## config.mk

```make
export PLATFORM = sky130hd
export DESIGN_NAME = d8fd_queue
export DESIGN_NICKNAME = d
export VERILOG_FILES = /design/src/sv/d8fd_pkg.sv /design/src/sv/d8fd_queue.sv
export SDC_FILE = /design/constraint.sdc
export NUM_CORES = 1
export LEC_CHECK = 0
export BUFFER_PORTS_ARGS = -buffer_cell sky130_fd_sc_hd__buf_2
export CAP_MARGIN = 30
export CORE_UTILIZATION = 25
export CTS_CLUSTER_DIAMETER = 80
export DETAILED_ROUTE_END_ITERATION = 12
export PLACE_DENSITY = 0.49
export SKIP_LAST_GASP = 1
export SLEW_MARGIN = 0
export SYNTH_ARGS = -nofsm -noshare
export SYNTH_HDL_FRONTEND = slang
export SYNTH_SLANG_ARGS = --single-unit
```

## constraint.sdc

```tcl
create_clock -name clock -period 16.1 [get_ports clock]
set_clock_uncertainty 0.1 [all_clocks]
set_input_delay 1.61 -clock clock [delete_from_list [all_inputs] [get_ports clock]]
set_output_delay 1.61 -clock clock [all_outputs]
set_load 0.03 [all_outputs]
```

## src/sv/d8fd_pkg.sv

```systemverilog
// Shared types, constants and helper functions of the D8 flow direction unit.
package d8fd_pkg;

   localparam int ELEV_BITS      = 32;
   localparam int NODATA_BITS    = 32;
   localparam int TOL_BITS       = 16;
   localparam int DROP_BITS      = ELEV_BITS + 1;
   localparam int TIE_BITS       = DROP_BITS + 1;
   localparam int CELLS          = 9;
   localparam int CENTRE         = 4;
   localparam int CELL_IDX_BITS  = 4;
   localparam int DIR_BITS       = 8;
   localparam int STATUS_BITS    = 2;
   localparam int QUEUE_DEPTH    = 4;
   localparam int QUEUE_PTR_BITS = 2;
   localparam int QUEUE_CNT_BITS = QUEUE_PTR_BITS + 1;
   localparam int CSR_INDEX_BITS = 2;
   localparam int CSR_DATA_BITS  = 32;
   localparam int SCALE_BITS     = 16;
   localparam int PROD_BITS      = DROP_BITS + SCALE_BITS;
   localparam int BACK_STAGES    = 5;

   localparam logic [SCALE_BITS-1:0] INV_SQRT2_Q16 = 16'd46341;
   localparam logic [PROD_BITS-1:0]  ROUND_HALF    = PROD_BITS'(32768);
   localparam logic [CELLS-1:0]      DIAG_MASK     = 9'b101000101;

   localparam logic [STATUS_BITS-1:0] STATUS_VALID  = 2'd0;
   localparam logic [STATUS_BITS-1:0] STATUS_FLAT   = 2'd1;
   localparam logic [STATUS_BITS-1:0] STATUS_NODATA = 2'd2;

   localparam logic [CSR_INDEX_BITS-1:0] CSR_NODATA    = 2'd0;
   localparam logic [CSR_INDEX_BITS-1:0] CSR_TOLERANCE = 2'd1;
   localparam logic [CSR_INDEX_BITS-1:0] CSR_DIR_MODE  = 2'd2;

   localparam logic [NODATA_BITS-1:0] NODATA_RESET    = 32'h8000_0000;
   localparam logic [TOL_BITS-1:0]    TOLERANCE_RESET = 16'd1;
   localparam logic                   MODE_MIDDLE     = 1'b0;
   localparam logic                   MODE_MASK       = 1'b1;

   typedef struct packed {
      logic signed [ELEV_BITS-1:0] elev_nw;
      logic signed [ELEV_BITS-1:0] elev_n;
      logic signed [ELEV_BITS-1:0] elev_ne;
      logic signed [ELEV_BITS-1:0] elev_w;
      logic signed [ELEV_BITS-1:0] elev_center;
      logic signed [ELEV_BITS-1:0] elev_e;
      logic signed [ELEV_BITS-1:0] elev_sw;
      logic signed [ELEV_BITS-1:0] elev_s;
      logic signed [ELEV_BITS-1:0] elev_se;
   } req_type;

   typedef struct packed {
      logic [DIR_BITS-1:0]    direction;
      logic [STATUS_BITS-1:0] status;
   } rsp_type;

   typedef struct packed {
      logic signed [NODATA_BITS-1:0] nodata_value;
      logic [TOL_BITS-1:0]           tolerance;
      logic                          dir_mode;
   } cfg_type;

   typedef logic signed [DROP_BITS-1:0] drop_type;
   typedef drop_type [CELLS-1:0] drops_type;

   typedef struct packed {
      logic      nodata;
      drops_type drops;
   } entry_type;

   function automatic logic [DIR_BITS-1:0] dir_bit(input logic [CELL_IDX_BITS-1:0] idx);
      logic [DIR_BITS-1:0] bits;
      case (idx)
         4'd0: bits = 8'd32;
         4'd1: bits = 8'd64;
         4'd2: bits = 8'd128;
         4'd3: bits = 8'd16;
         4'd5: bits = 8'd1;
         4'd6: bits = 8'd8;
         4'd7: bits = 8'd4;
         4'd8: bits = 8'd2;
         default: bits = '0;
      endcase
      return bits;
   endfunction

   function automatic logic [DIR_BITS-1:0] tie_bitmask(input logic [CELLS-1:0] ties);
      logic [DIR_BITS-1:0] bits;
      bits = '0;
      for (int i = 0; i < CELLS; i++) begin
         if (ties[i]) begin
            bits = bits | dir_bit(CELL_IDX_BITS'(i));
         end
      end
      return bits;
   endfunction

   function automatic logic [CELL_IDX_BITS-1:0] middle_tie(input logic [CELLS-1:0] ties);
      logic [CELL_IDX_BITS-1:0] cnt;
      logic [CELL_IDX_BITS-1:0] want;
      logic [CELL_IDX_BITS-1:0] seen;
      logic [CELL_IDX_BITS-1:0] idx;
      cnt = '0;
      for (int i = 0; i < CELLS; i++) begin
         cnt = cnt + CELL_IDX_BITS'(ties[i]);
      end
      want = cnt >> 1;
      seen = '0;
      idx  = '0;
      for (int i = 0; i < CELLS; i++) begin
         if (ties[i]) begin
            if (seen == want) begin
               idx = CELL_IDX_BITS'(i);
            end
            seen = seen + 1'b1;
         end
      end
      return idx;
   endfunction

endpackage

```

## src/sv/d8fd_queue.sv

```systemverilog
// Short queue between front end and back end.
module d8fd_queue (
   input  logic                 clock,
   input  logic                 reset,
   input  logic                 push,
   input  d8fd_pkg::entry_type  push_data,
   output logic                 full,
   output logic                 pop,
   output d8fd_pkg::entry_type  pop_data
);

   d8fd_pkg::entry_type                     slot_ff [d8fd_pkg::QUEUE_DEPTH];
   logic [d8fd_pkg::QUEUE_PTR_BITS-1:0]     wr_ptr_ff;
   logic [d8fd_pkg::QUEUE_PTR_BITS-1:0]     wr_ptr_in;
   logic [d8fd_pkg::QUEUE_PTR_BITS-1:0]     rd_ptr_ff;
   logic [d8fd_pkg::QUEUE_PTR_BITS-1:0]     rd_ptr_in;
   logic [d8fd_pkg::QUEUE_CNT_BITS-1:0]     count_ff;
   logic [d8fd_pkg::QUEUE_CNT_BITS-1:0]     count_in;

   assign full     = count_ff == d8fd_pkg::QUEUE_CNT_BITS'(d8fd_pkg::QUEUE_DEPTH);
   assign pop      = count_ff != '0;
   assign pop_data = slot_ff[rd_ptr_ff];

   always_comb begin
      wr_ptr_in = push ? wr_ptr_ff + 1'b1 : wr_ptr_ff;
      rd_ptr_in = pop  ? rd_ptr_ff + 1'b1 : rd_ptr_ff;
      count_in  = count_ff + d8fd_pkg::QUEUE_CNT_BITS'(push)
                - d8fd_pkg::QUEUE_CNT_BITS'(pop);
   end

   always_ff @(posedge clock) begin
      if (reset) begin
         wr_ptr_ff <= '0;
         rd_ptr_ff <= '0;
         count_ff  <= '0;
      end else begin
         wr_ptr_ff <= wr_ptr_in;
         rd_ptr_ff <= rd_ptr_in;
         count_ff  <= count_in;
      end
   end

   always_ff @(posedge clock) begin
      if (push) begin
         slot_ff[wr_ptr_ff] <= push_data;
      end
   end

endmodule

```

==> impl_metrics.py <==
metrics = {
    "placement": {
        "dp_hpwl_um": 65000,
        "place_ws_ns": 10.18,
        "port_buffers": 600,
        "gp_congestion": 0.740,
    },
    "die": {
        "dieArea_um2": 175000,
        "die_width_um": 419,
        "coreArea_um2": 172000,
        "io_pins": 601,
        "core.rowCount": 152,
        "chipHeight_um": 419,
        "start_util": 0.252,
    },
    "yosys": {
        "synth-seq-cells": 1201,
        "synth_nets": 1908,
        "syn_area_per_cell_um2": 27.1,
        "yosysSeqAreaShare": 0.828,
        "synthesis.area_um2": 43400,
        "syn_inst": 1600,
        "synth_flop_cell": "edfxtp_1",
        "yosysWarnings": 0,
        "ys_types": 21,
        "synth-edff-count": 1192,
        "synth-async-reset-ratio": 0,
    },
    "clock_tree": {
        "path_clk_slew_ns": 0.06,
        "clock-sinks": 1201,
        "h-tree-depth": 4,
        "cts_buffer_depth": 3,
        "clk_latency_ns": 0.76,
        "numCtsBuffers": 133,
        "cts_root_buf": "clkbuf_16",
        "post_cts_resized": 0,
        "postCtsSetupBuffers": 0,
        "cts_tree": "done",
        "cts_hold_buf": 0,
    },
    "global_route": {
        "grt_busiest_layer": "met2",
        "grtUsageMet3": 0.0368,
        "grt_max_degree": 129,
        "grt_first_pass_wirelength_um": 145000,
        "grt_pass1_vias": 21400,
        "grt_overflow": 0,
        "globalRouteMet1Util": 0.120,
        "use_met2": 0.202,
        "grt_use_total": 0.113,
        "antenna_found_initial": 52,
    },
    "setup_path": {
        "reg2regPathDepth": 6,
        "critical_path_peak_fanout": 41,
        "r2r_slack_ns": 11.99,
        "cp.arrival_ns": 4.76,
        "r2r-end": "slot_ff[2][189]",
        "cp_slowest_stage_delay_ns": 0.79,
        "critical_path.slowest_cell": "dfxtp_4",
        "cp.required_ns": 14.39,
        "critPathCaptureType": "primary output",
        "r2r_start": "wr_ptr_ff[0]",
        "timing.critical_path.mode_cell": "buf_4",
        "path_cells": "buf_4 -> buf_4 -> buf_4 -> mux4_2 -> buf_2",
        "crit_type": "reg -> out",
        "start_kind": "flop",
    },
    "drt": {
        "route.detailed.drc": 0,
        "avgRoutedWirePerCell_um": 21.4,
        "vias": 19900,
        "wl_um": 101000,
        "postRouteAntennaNets": 0,
        "drt_first_iter_violations": 1066,
        "via_per_inst": 4.20,
        "drt_pass1_iterations": 5,
    },
    "power_and_ir_drop": {
        "clkPwrFrac": 0.318,
        "switching_share": 0.319,
        "ir_drop_uv": 98.8,
        "pwr-share-comb": 0.281,
        "p_leak_nw": 17.4,
        "internal_power_mw": 6.23,
        "pwr-share-seq": 0.401,
        "switchingPower_mw": 2.92,
        "p_per_area_nw_per_um2": 171,
    },
    "cells_and_area": {
        "layout-drive-gt1-share": 0.466,
        "layout.nets": 2609,
        "area_growth_pct": 23.0,
        "multi_input_area_um2": 6970,
        "seq_area_um2": 36000,
        "num-fill-cells": 16500,
    },
    "timing": {
        "min_period_ns": 6.47,
        "fin_setup_tns_ns": 0,
        "slew-limit-headroom": 0.263,
        "setup_violations": 0,
        "fin_ws_ns": 9.63,
        "fin_crit_sh": 0.402,
        "worst_pin_slew_ns": 1.11,
        "rsz0062_at_grt": "no",
        "fmax_mhz": 155,
        "drv_slew": 0,
        "hold_viol": 0,
    },
    "min_path": {
        "whs_endpoint": "rd_ptr_ff[1]",
        "hold_path.class": "reg -> reg",
        "hold_path_depth": 2,
        "hp-start": "rd_ptr_ff[1]",
    },
    "flow_run": {
        "cap_viol_max_count": 0,
    },
    "run_status": {
        "outcome": "finished clean",
    },
}
synth_stat cells (2+ instances only):
master | number | share of area
inv_1 | 6 | 0.00052
edfxtp_1 | 1192 | 0.82
clkbuf_1 | 10 | 0.00086
dfxtp_1 | 9 | 0.0041
nor2b_1 | 3 | 0.00043
nor2_1 | 4 | 0.00035
ha_1 | 6 | 0.0017
buf_6 | 26 | 0.0067
and2_1 | 4 | 0.00058
mux4_2 | 298 | 0.15
buf_2 | 31 | 0.0036
nor3_1 | 2 | 0.00023
how the worst max path moves through the flow:
| stage | from | end | slack (ns) | cells after the start |
|---|---|---|---|---|
| after floorplan | push | slot_ff[0][0] | 6.97 | 1 |
| after global placement | flop | pop_data[275] | 10.25 | 5 |
| after detailed placement | flop | pop_data[275] | 10.18 | 5 |
| after CTS | flop | pop_data[275] | 9.31 | 5 |
| after global routing | flop | pop_data[275] | 9.07 | 5 |
| final | flop | pop_data[275] | 9.63 | 5 |
routing by layer:
metal  vias up  part of all wire
met5         -            0.0010
met4        16             0.038
met3       234             0.062
met2       573              0.54
met1     10600              0.36
li1       8416                 -
metrics by stage:
step	area, µm²	hold slack, ns	util	total power, mW	instances
global route	53400	0.497	0.310	9.51	4725
global placement	49100	0.434	0.285	6.33	4473
finish	53400	0.473	0.310	9.15	4729
CTS	53400	0.468	0.310	9.33	4710
floorplan	43400	0.414	-	5.64	1600
detailed placement	49200	0.449	0.286	6.37	4476
logic make-up (layout without fill, tap and decap cells):
family	after synthesis	in the layout	share of synthesized area
DFF	1201	1201	0.828
muxes	300	300	0.155
buffers and inverters	73	873	0.0117
and+or+nand+nor	16	16	0.00202
adders and majority gates	7	7	0.00219
xor gates and xnor gates	2	2	0.000749
AOI/OAI and AO/OA	1	1	0.000202
other	0	19	0
cells in the final DEF (no fill, tap or decap), types with 2 or more instances in the layout:
master	n
and2_4	4
buf_12	2
buf_16	3
buf_2	600
buf_4	28
bufinv_16	9
clkbuf_1	25
clkbuf_16	138
clkinv_1	28
clkinv_2	20
clkinv_8	2
clkinvlp_4	4
dfxtp_1	7
dfxtp_4	2
diode_2	19
edfxtp_1	1192
ha_1	6
inv_1	6
inv_16	3
inv_6	4
mux4_2	298
nor2_1	4
nor2b_1	3
nor3_1	2
power groups by stage:
stage	Sequential [mW]	Combinational, mW	Clock, mW
final	3.67	2.57	2.91
after CTS	3.68	2.64	3.01
after detailed placement	3.74	2.63	0
after global placement	3.73	2.60	0
after floorplan	3.73	1.90	0
after global routing	3.69	2.71	3.12
state kept, by name, summed over array words and instances (netlist names), named ones only:
register and cells:
count_ff 3, rd_ptr_ff 2, slot_ff 1192, wr_ptr_ff 2
final cells by class:
cell class,count,share of cell area
well taps,2310,0.0541
diodes,19,0.000890
repair buffers,633,0.0624
clock buffers,163,0.0664
clock inverters,71,0.0121
inverters,6,0.000421
multi-input cells,326,0.130
flip-flops and latches,1201,0.673
worst max-delay path, delay by kind of cell (launching register included):
kind,cells,cell delay (ns)
buffers and inverters,4,2.41
multiplexers,1,0.65
flip-flops,1,0.79
(Power assumes the default switching activity.)
