$ cat config.mk
export PLATFORM = sky130hd
export DESIGN_NAME = d8fd_back
export DESIGN_NICKNAME = d
export VERILOG_FILES = /design/src/sv/d8fd_pkg.sv /design/src/sv/d8fd_back.sv
export SDC_FILE = /design/constraint.sdc
export NUM_CORES = 2
export LEC_CHECK = 0
export BUFFER_PORTS_ARGS = -buffer_cell sky130_fd_sc_hd__buf_2
export CORE_MARGIN = 2
export CORE_UTILIZATION = 62
export CTS_CLUSTER_SIZE = 8
export DETAILED_ROUTE_END_ITERATION = 8
export GPL_TIMING_DRIVEN = 0
export PLACE_DENSITY = 0.8
export SYNTH_ARGS = -nofsm -noshare
export SYNTH_HDL_FRONTEND = slang
export SYNTH_SLANG_ARGS = --single-unit
$ cat constraint.sdc
create_clock -name clock -period 18.57 [get_ports clock]
set_input_delay 0 -clock clock [delete_from_list [all_inputs] [get_ports clock]]
set_output_delay 0 -clock clock [all_outputs]
set_load 0.02 [all_outputs]
$ cat src/sv/d8fd_pkg.sv
// Shared types, constants and helper functions of the D8 flow direction unit.
package d8fd_pkg;

   localparam int ELEV_BITS      = 32;
   localparam int NODATA_BITS    = 32;
   localparam int TOL_BITS       = 16;
   localparam int DROP_BITS      = ELEV_BITS + 1;
   localparam int TIE_BITS       = DROP_BITS + 1;
   localparam int CELLS          = 9;
   localparam int CENTRE         = 4;
   localparam int CELL_IDX_BITS  = 4;
   localparam int DIR_BITS       = 8;
   localparam int STATUS_BITS    = 2;
   localparam int QUEUE_DEPTH    = 4;
   localparam int QUEUE_PTR_BITS = 2;
   localparam int QUEUE_CNT_BITS = QUEUE_PTR_BITS + 1;
   localparam int CSR_INDEX_BITS = 2;
   localparam int CSR_DATA_BITS  = 32;
   localparam int SCALE_BITS     = 16;
   localparam int PROD_BITS      = DROP_BITS + SCALE_BITS;
   localparam int BACK_STAGES    = 5;

   localparam logic [SCALE_BITS-1:0] INV_SQRT2_Q16 = 16'd46341;
   localparam logic [PROD_BITS-1:0]  ROUND_HALF    = PROD_BITS'(32768);
   localparam logic [CELLS-1:0]      DIAG_MASK     = 9'b101000101;

   localparam logic [STATUS_BITS-1:0] STATUS_VALID  = 2'd0;
   localparam logic [STATUS_BITS-1:0] STATUS_FLAT   = 2'd1;
   localparam logic [STATUS_BITS-1:0] STATUS_NODATA = 2'd2;

   localparam logic [CSR_INDEX_BITS-1:0] CSR_NODATA    = 2'd0;
   localparam logic [CSR_INDEX_BITS-1:0] CSR_TOLERANCE = 2'd1;
   localparam logic [CSR_INDEX_BITS-1:0] CSR_DIR_MODE  = 2'd2;

   localparam logic [NODATA_BITS-1:0] NODATA_RESET    = 32'h8000_0000;
   localparam logic [TOL_BITS-1:0]    TOLERANCE_RESET = 16'd1;
   localparam logic                   MODE_MIDDLE     = 1'b0;
   localparam logic                   MODE_MASK       = 1'b1;

   typedef struct packed {
      logic signed [ELEV_BITS-1:0] elev_nw;
      logic signed [ELEV_BITS-1:0] elev_n;
      logic signed [ELEV_BITS-1:0] elev_ne;
      logic signed [ELEV_BITS-1:0] elev_w;
      logic signed [ELEV_BITS-1:0] elev_center;
      logic signed [ELEV_BITS-1:0] elev_e;
      logic signed [ELEV_BITS-1:0] elev_sw;
      logic signed [ELEV_BITS-1:0] elev_s;
      logic signed [ELEV_BITS-1:0] elev_se;
   } req_type;

   typedef struct packed {
      logic [DIR_BITS-1:0]    direction;
      logic [STATUS_BITS-1:0] status;
   } rsp_type;

   typedef struct packed {
      logic signed [NODATA_BITS-1:0] nodata_value;
      logic [TOL_BITS-1:0]           tolerance;
      logic                          dir_mode;
   } cfg_type;

   typedef logic signed [DROP_BITS-1:0] drop_type;
   typedef drop_type [CELLS-1:0] drops_type;

   typedef struct packed {
      logic      nodata;
      drops_type drops;
   } entry_type;

   function automatic logic [DIR_BITS-1:0] dir_bit(input logic [CELL_IDX_BITS-1:0] idx);
      logic [DIR_BITS-1:0] bits;
      case (idx)
         4'd0: bits = 8'd32;
         4'd1: bits = 8'd64;
         4'd2: bits = 8'd128;
         4'd3: bits = 8'd16;
         4'd5: bits = 8'd1;
         4'd6: bits = 8'd8;
         4'd7: bits = 8'd4;
         4'd8: bits = 8'd2;
         default: bits = '0;
      endcase
      return bits;
   endfunction

   function automatic logic [DIR_BITS-1:0] tie_bitmask(input logic [CELLS-1:0] ties);
      logic [DIR_BITS-1:0] bits;
      bits = '0;
      for (int i = 0; i < CELLS; i++) begin
         if (ties[i]) begin
            bits = bits | dir_bit(CELL_IDX_BITS'(i));
         end
      end
      return bits;
   endfunction

   function automatic logic [CELL_IDX_BITS-1:0] middle_tie(input logic [CELLS-1:0] ties);
      logic [CELL_IDX_BITS-1:0] cnt;
      logic [CELL_IDX_BITS-1:0] want;
      logic [CELL_IDX_BITS-1:0] seen;
      logic [CELL_IDX_BITS-1:0] idx;
      cnt = '0;
      for (int i = 0; i < CELLS; i++) begin
         cnt = cnt + CELL_IDX_BITS'(ties[i]);
      end
      want = cnt >> 1;
      seen = '0;
      idx  = '0;
      for (int i = 0; i < CELLS; i++) begin
         if (ties[i]) begin
            if (seen == want) begin
               idx = CELL_IDX_BITS'(i);
            end
            seen = seen + 1'b1;
         end
      end
      return idx;
   endfunction

endpackage

$ cat src/sv/d8fd_back.sv
// Back end: scales diagonal drops, finds the steepest drop, resolves ties.
module d8fd_back (
   input  logic                 clock,
   input  logic                 reset,
   input  logic                 pop,
   input  d8fd_pkg::entry_type  pop_data,
   input  d8fd_pkg::cfg_type    cfg,
   output logic                 rsp_valid,
   output d8fd_pkg::rsp_type    rsp_data
);

   logic                        s1_valid_ff, s2_valid_ff, s3_valid_ff, s4_valid_ff;
   logic                        s1_nodata_ff, s2_nodata_ff, s3_nodata_ff, s4_nodata_ff;
   d8fd_pkg::drops_type         s1_drops_ff, s2_drops_ff, s3_drops_ff;
   d8fd_pkg::drops_type         s1_drops_in;
   d8fd_pkg::drop_type          row_max_ff [3];
   d8fd_pkg::drop_type          row_max_in [3];
   d8fd_pkg::drop_type          top_ff;
   d8fd_pkg::drop_type          top_in;
   logic [d8fd_pkg::CELLS-1:0]  ties_ff;
   logic [d8fd_pkg::CELLS-1:0]  ties_in;
   logic                        flat_ff;
   logic                        flat_in;
   logic                        rsp_valid_ff;
   d8fd_pkg::rsp_type           rsp_ff;
   d8fd_pkg::rsp_type           rsp_in;
   logic [d8fd_pkg::DROP_BITS-1:0] mag [d8fd_pkg::CELLS];
   logic [d8fd_pkg::PROD_BITS-1:0] prod [d8fd_pkg::CELLS];
   logic [d8fd_pkg::DROP_BITS-1:0] scaled [d8fd_pkg::CELLS];
   logic signed [d8fd_pkg::TIE_BITS-1:0] gap [d8fd_pkg::CELLS];

   function automatic d8fd_pkg::drop_type max3(input d8fd_pkg::drop_type a,
                                               input d8fd_pkg::drop_type b,
                                               input d8fd_pkg::drop_type c);
      d8fd_pkg::drop_type m;
      m = ($signed(a) > $signed(b)) ? a : b;
      m = ($signed(c) > $signed(m)) ? c : m;
      return m;
   endfunction

   always_comb begin
      for (int i = 0; i < d8fd_pkg::CELLS; i++) begin
         mag[i]    = pop_data.drops[i][d8fd_pkg::DROP_BITS-1] ?
                     d8fd_pkg::DROP_BITS'(-$signed(pop_data.drops[i])) :
                     d8fd_pkg::DROP_BITS'(pop_data.drops[i]);
         prod[i]   = d8fd_pkg::PROD_BITS'(mag[i]) * d8fd_pkg::PROD_BITS'(d8fd_pkg::INV_SQRT2_Q16)
                   + d8fd_pkg::ROUND_HALF;
         scaled[i] = prod[i][d8fd_pkg::PROD_BITS-1:d8fd_pkg::SCALE_BITS];
         if (!d8fd_pkg::DIAG_MASK[i]) begin
            s1_drops_in[i] = pop_data.drops[i];
         end else if (pop_data.drops[i][d8fd_pkg::DROP_BITS-1]) begin
            s1_drops_in[i] = d8fd_pkg::DROP_BITS'(-$signed(scaled[i]));
         end else begin
            s1_drops_in[i] = scaled[i];
         end
      end
   end

   always_comb begin
      row_max_in[0] = max3(s1_drops_ff[0], s1_drops_ff[1], s1_drops_ff[2]);
      row_max_in[1] = max3(s1_drops_ff[3], s1_drops_ff[4], s1_drops_ff[5]);
      row_max_in[2] = max3(s1_drops_ff[6], s1_drops_ff[7], s1_drops_ff[8]);
      top_in        = max3(row_max_ff[0], row_max_ff[1], row_max_ff[2]);
   end

   always_comb begin
      for (int i = 0; i < d8fd_pkg::CELLS; i++) begin
         gap[i]     = d8fd_pkg::TIE_BITS'($signed(top_ff))
                    - d8fd_pkg::TIE_BITS'($signed(s3_drops_ff[i]));
         ties_in[i] = gap[i] < $signed(d8fd_pkg::TIE_BITS'(cfg.tolerance));
      end
      flat_in = $signed(top_ff) < $signed(d8fd_pkg::DROP_BITS'(cfg.tolerance));
   end

   always_comb begin
      rsp_in.direction = '0;
      rsp_in.status    = d8fd_pkg::STATUS_VALID;
      if (s4_nodata_ff) begin
         rsp_in.status = d8fd_pkg::STATUS_NODATA;
      end else if (flat_ff || ties_ff == '0) begin
         rsp_in.status = d8fd_pkg::STATUS_FLAT;
      end else if (cfg.dir_mode == d8fd_pkg::MODE_MASK) begin
         rsp_in.direction = d8fd_pkg::tie_bitmask(ties_ff);
      end else begin
         rsp_in.direction = d8fd_pkg::DIR_BITS'(d8fd_pkg::middle_tie(ties_ff));
      end
   end

   always_ff @(posedge clock) begin
      if (reset) begin
         s1_valid_ff  <= 1'b0;
         s2_valid_ff  <= 1'b0;
         s3_valid_ff  <= 1'b0;
         s4_valid_ff  <= 1'b0;
         rsp_valid_ff <= 1'b0;
      end else begin
         s1_valid_ff  <= pop;
         s2_valid_ff  <= s1_valid_ff;
         s3_valid_ff  <= s2_valid_ff;
         s4_valid_ff  <= s3_valid_ff;
         rsp_valid_ff <= s4_valid_ff;
      end
   end

   always_ff @(posedge clock) begin
      s1_nodata_ff  <= pop_data.nodata;
      s1_drops_ff   <= s1_drops_in;
      s2_nodata_ff  <= s1_nodata_ff;
      s2_drops_ff   <= s1_drops_ff;
      row_max_ff    <= row_max_in;
      s3_nodata_ff  <= s2_nodata_ff;
      s3_drops_ff   <= s2_drops_ff;
      top_ff        <= top_in;
      s4_nodata_ff  <= s3_nodata_ff;
      ties_ff       <= ties_in;
      flat_ff       <= flat_in;
      rsp_ff        <= rsp_in;
   end

   assign rsp_valid = rsp_valid_ff;
   assign rsp_data  = rsp_ff;

   a_pop_to_rsp: assert property (@(posedge clock) disable iff (reset)
      pop |-> ##(d8fd_pkg::BACK_STAGES) rsp_valid)
      else $error("popped beat did not reach the result port on time");

   a_reject_dir_zero: assert property (@(posedge clock) disable iff (reset)
      rsp_valid && rsp_data.status != d8fd_pkg::STATUS_VALID |-> rsp_data.direction == '0)
      else $error("flat or no-data beat carries a direction");

   a_top_floored: assert property (@(posedge clock) disable iff (reset)
      s3_valid_ff |-> !top_ff[d8fd_pkg::DROP_BITS-1])
      else $error("steepest drop below zero");

endmodule

==> results.json <==
{
  "violations": "capacitance limit, slew limit",
  "r2r-start": "s1_drops_ff[133]",
  "fin_skew_ns": 0.06832,
  "slew-limit-headroom": -0.1108,
  "synth_area_leaders": "dfxtp_1, ha_1, fa_1",
  "fin_crit_sh": 0.5339,
  "syn-num-nets": 12550,
  "yosys.area.top_type_share": 0.2310,
  "path_clk_slew_ns": 0.06,
  "drt_iter0_drc": 5639,
  "dp_hpwl_um": 226200,
  "cts_buffers": 153,
  "cts_resized": 0,
  "grtUsageTotal": 0.3875,
  "start_kind": "input port",
  "critPathMaxStageDelay_ns": 0.99,
  "die_h_um": 387.5,
  "layout.nets": 13370,
  "synth_seq_cells": 1052,
  "synth_most_common_cell": "inv_1",
  "slowest_stage": "nor4_1",
  "max_freq_ghz": 0.1009,
  "htree_levels": 4,
  "crit_arrival_ns": 10.64,
  "crit_path_end_kind": "flop",
  "fp.coreArea_sq_um": 145700,
  "hold_path.class": "input port to flop",
  "synth_cell_types": 92,
  "path_max_fanout": 10,
  "syn_area_sq_um": 91160,
  "async_reset_ff_frac": 0,
  "synth_common_cells": "inv_1, ha_1, dfxtp_1",
  "fin_crit_ns": 9.914,
  "final_hold_viol_count": 0,
  "clkLatencyLatePin_ns": 0.82,
  "grt_max_degree": 20,
  "wl_per_cell_um": 22.97,
  "outcome": "complete, but fails checks",
  "wirelength_um": 297000,
  "cts.sinks": 1052,
  "ys.flop_type": "dfxtp_1",
  "firstDrtPassIters": 6,
  "antenna_left": 0,
  "syn_avg_cell_area_sq_um": 8.979,
  "post_cts_buffers": 0,
  "area_growth_pct": 13.09,
  "seq_area_frac_synth": 0.2310,
  "crit_path_frequent_cell": "fa_1",
  "cts_buffer_depth": 3,
  "setup_tns_ns": 0,
  "die-area_sq_um": 150100,
  "die_width_um": 387.5,
  "grt_antenna_before_repair": 11,
  "vias": 78360,
  "rsz0062_at_grt": "no",
  "worst_pin_slew_ns": 1.664,
  "crit_start": "pop_data[32]",
  "path_class": "input port to flop",
  "grt_first_pass_wirelength_um": 451500,
  "cp.required_ns": 19.29,
  "ff2ff_setup_slack_ns": 9.60,
  "drive_gt1_frac": 0.05743,
  "grt_pass1_vias": 79710,
  "hold_slack_ns": 0.04540,
  "cts_root_buf": "clkbuf_16",
  "ios": 361,
  "cts_hold_buf": 342,
  "drc": 0,
  "max-cap-violations": 13,
  "port_buffers": 324,
  "slew_viol_final": 134,
  "rows": 140,
  "final-setup-viol-count": 0,
  "min_from": "pop_data[229]",
  "synth_edf_count": 0,
  "via_per_inst": 6.061,
  "overflow": 0,
  "start_util": 0.6255,
  "synthCells": 10150,
  "yosys_warnings": 0,
  "cts_tree": "yes",
  "yosys.area.top_type": "dfxtp_1",
  "gp_congestion": 1.002
}
==> flip-flops by register name, summed over array words and instances (netlist names) <==
name,count
s2_valid_ff,1
rsp_valid,1
s4_nodata_ff,1
s3_valid_ff,1
s3_nodata_ff,1
rsp_data,10
flat_ff,1
top_ff,33
s2_nodata_ff,1
s4_valid_ff,1
s1_nodata_ff,1
s1_drops_ff,297
row_max_ff,99
s2_drops_ff,297
s1_valid_ff,1
ties_ff,9
s3_drops_ff,297
==> worst max-delay path: cells and delay by family <==
family,cells,cell delay (ns)
adder cells (fa/ha/maj),7,3.24
buffers and inverters,9,2.76
AND/OR/NAND/NOR,5,2.31
AO/OA/AOI/OAI,6,1.66
XOR/XNOR,2,0.65
==> final timing paths <==
kind / to / cells past startpoint
setup / recovery: s1_drops_ff[31] / 29
hold / removal: s1_drops_ff[230] / 7
setup reg to reg: row_max_ff[43] / 27
hold reg to reg: s3_drops_ff[219] / 0
==> cell type report <==
cell class | count | area (sq um)
multi-input combinational | 7268 | 63240
fill | 11160 | 42640
sequential | 1052 | 21060
inverter | 1618 | 6073
timing repair buffer | 668 | 5060
clock buffer | 168 | 4005
tap | 1917 | 2399
buffer | 215 | 810.8
clock inverter | 16 | 437.9
antenna | 5 | 12.51
==> through the flow <==
step                      cell area, sq um  std cells  utilization  worst slack (ns)
after floorplan                      91160      10150            -             10.34
final                               103100      12930       0.7074             8.656
after global routing                103100      12930       0.7074             8.184
after global placement               95180      12390       0.6531             8.919
after CTS                           103100      12920       0.7073             9.008
after detailed placement             95220      12400       0.6533             8.769
==> cells in the final DEF, fill, tap and decap left out, drive strengths merged, types with 33 or more instances in the layout <==
cell type,instances
nor4,58
o21ai,441
xnor2,429
nor2,398
a221oi,55
fa,521
nand3,202
a211oi,84
o21bai,46
o41ai,33
a21oi,560
or4,36
nand4,168
mux2i,282
o21a,102
and2,50
inv,1618
xor2,215
dlygate4sd3,342
o2111ai,36
and3,66
or3,62
mux2,43
nand2b,97
nor2b,104
ha,1522
a21o,335
clkbuf,365
a31oi,69
o211ai,68
dfxtp,1052
buf,344
o31ai,106
nor3,131
nand2,550
==> kinds of logic after synthesis <==
kind of cell	Yosys count	synth area share
compound gates	2206	0.1589
buf+inv	1833	0.07551
xor+xnor	644	0.06187
mux	325	0.03627
flops	1052	0.2310
simple gates	2050	0.1132
fa+ha+maj	2043	0.3233
==> layer usage <==
metal  global-route usage  up-vias  wire length, um
met5                    0        -              105
met4               0.2430       14            21130
met3              0.07406      957            22760
met2               0.6448     3347           136400
met1               0.4609    37240           116500
li1                     -    36800                -
Power is not shown: default switching activity piles up to over one toggle a cycle in this logic, so the estimate is an artifact.
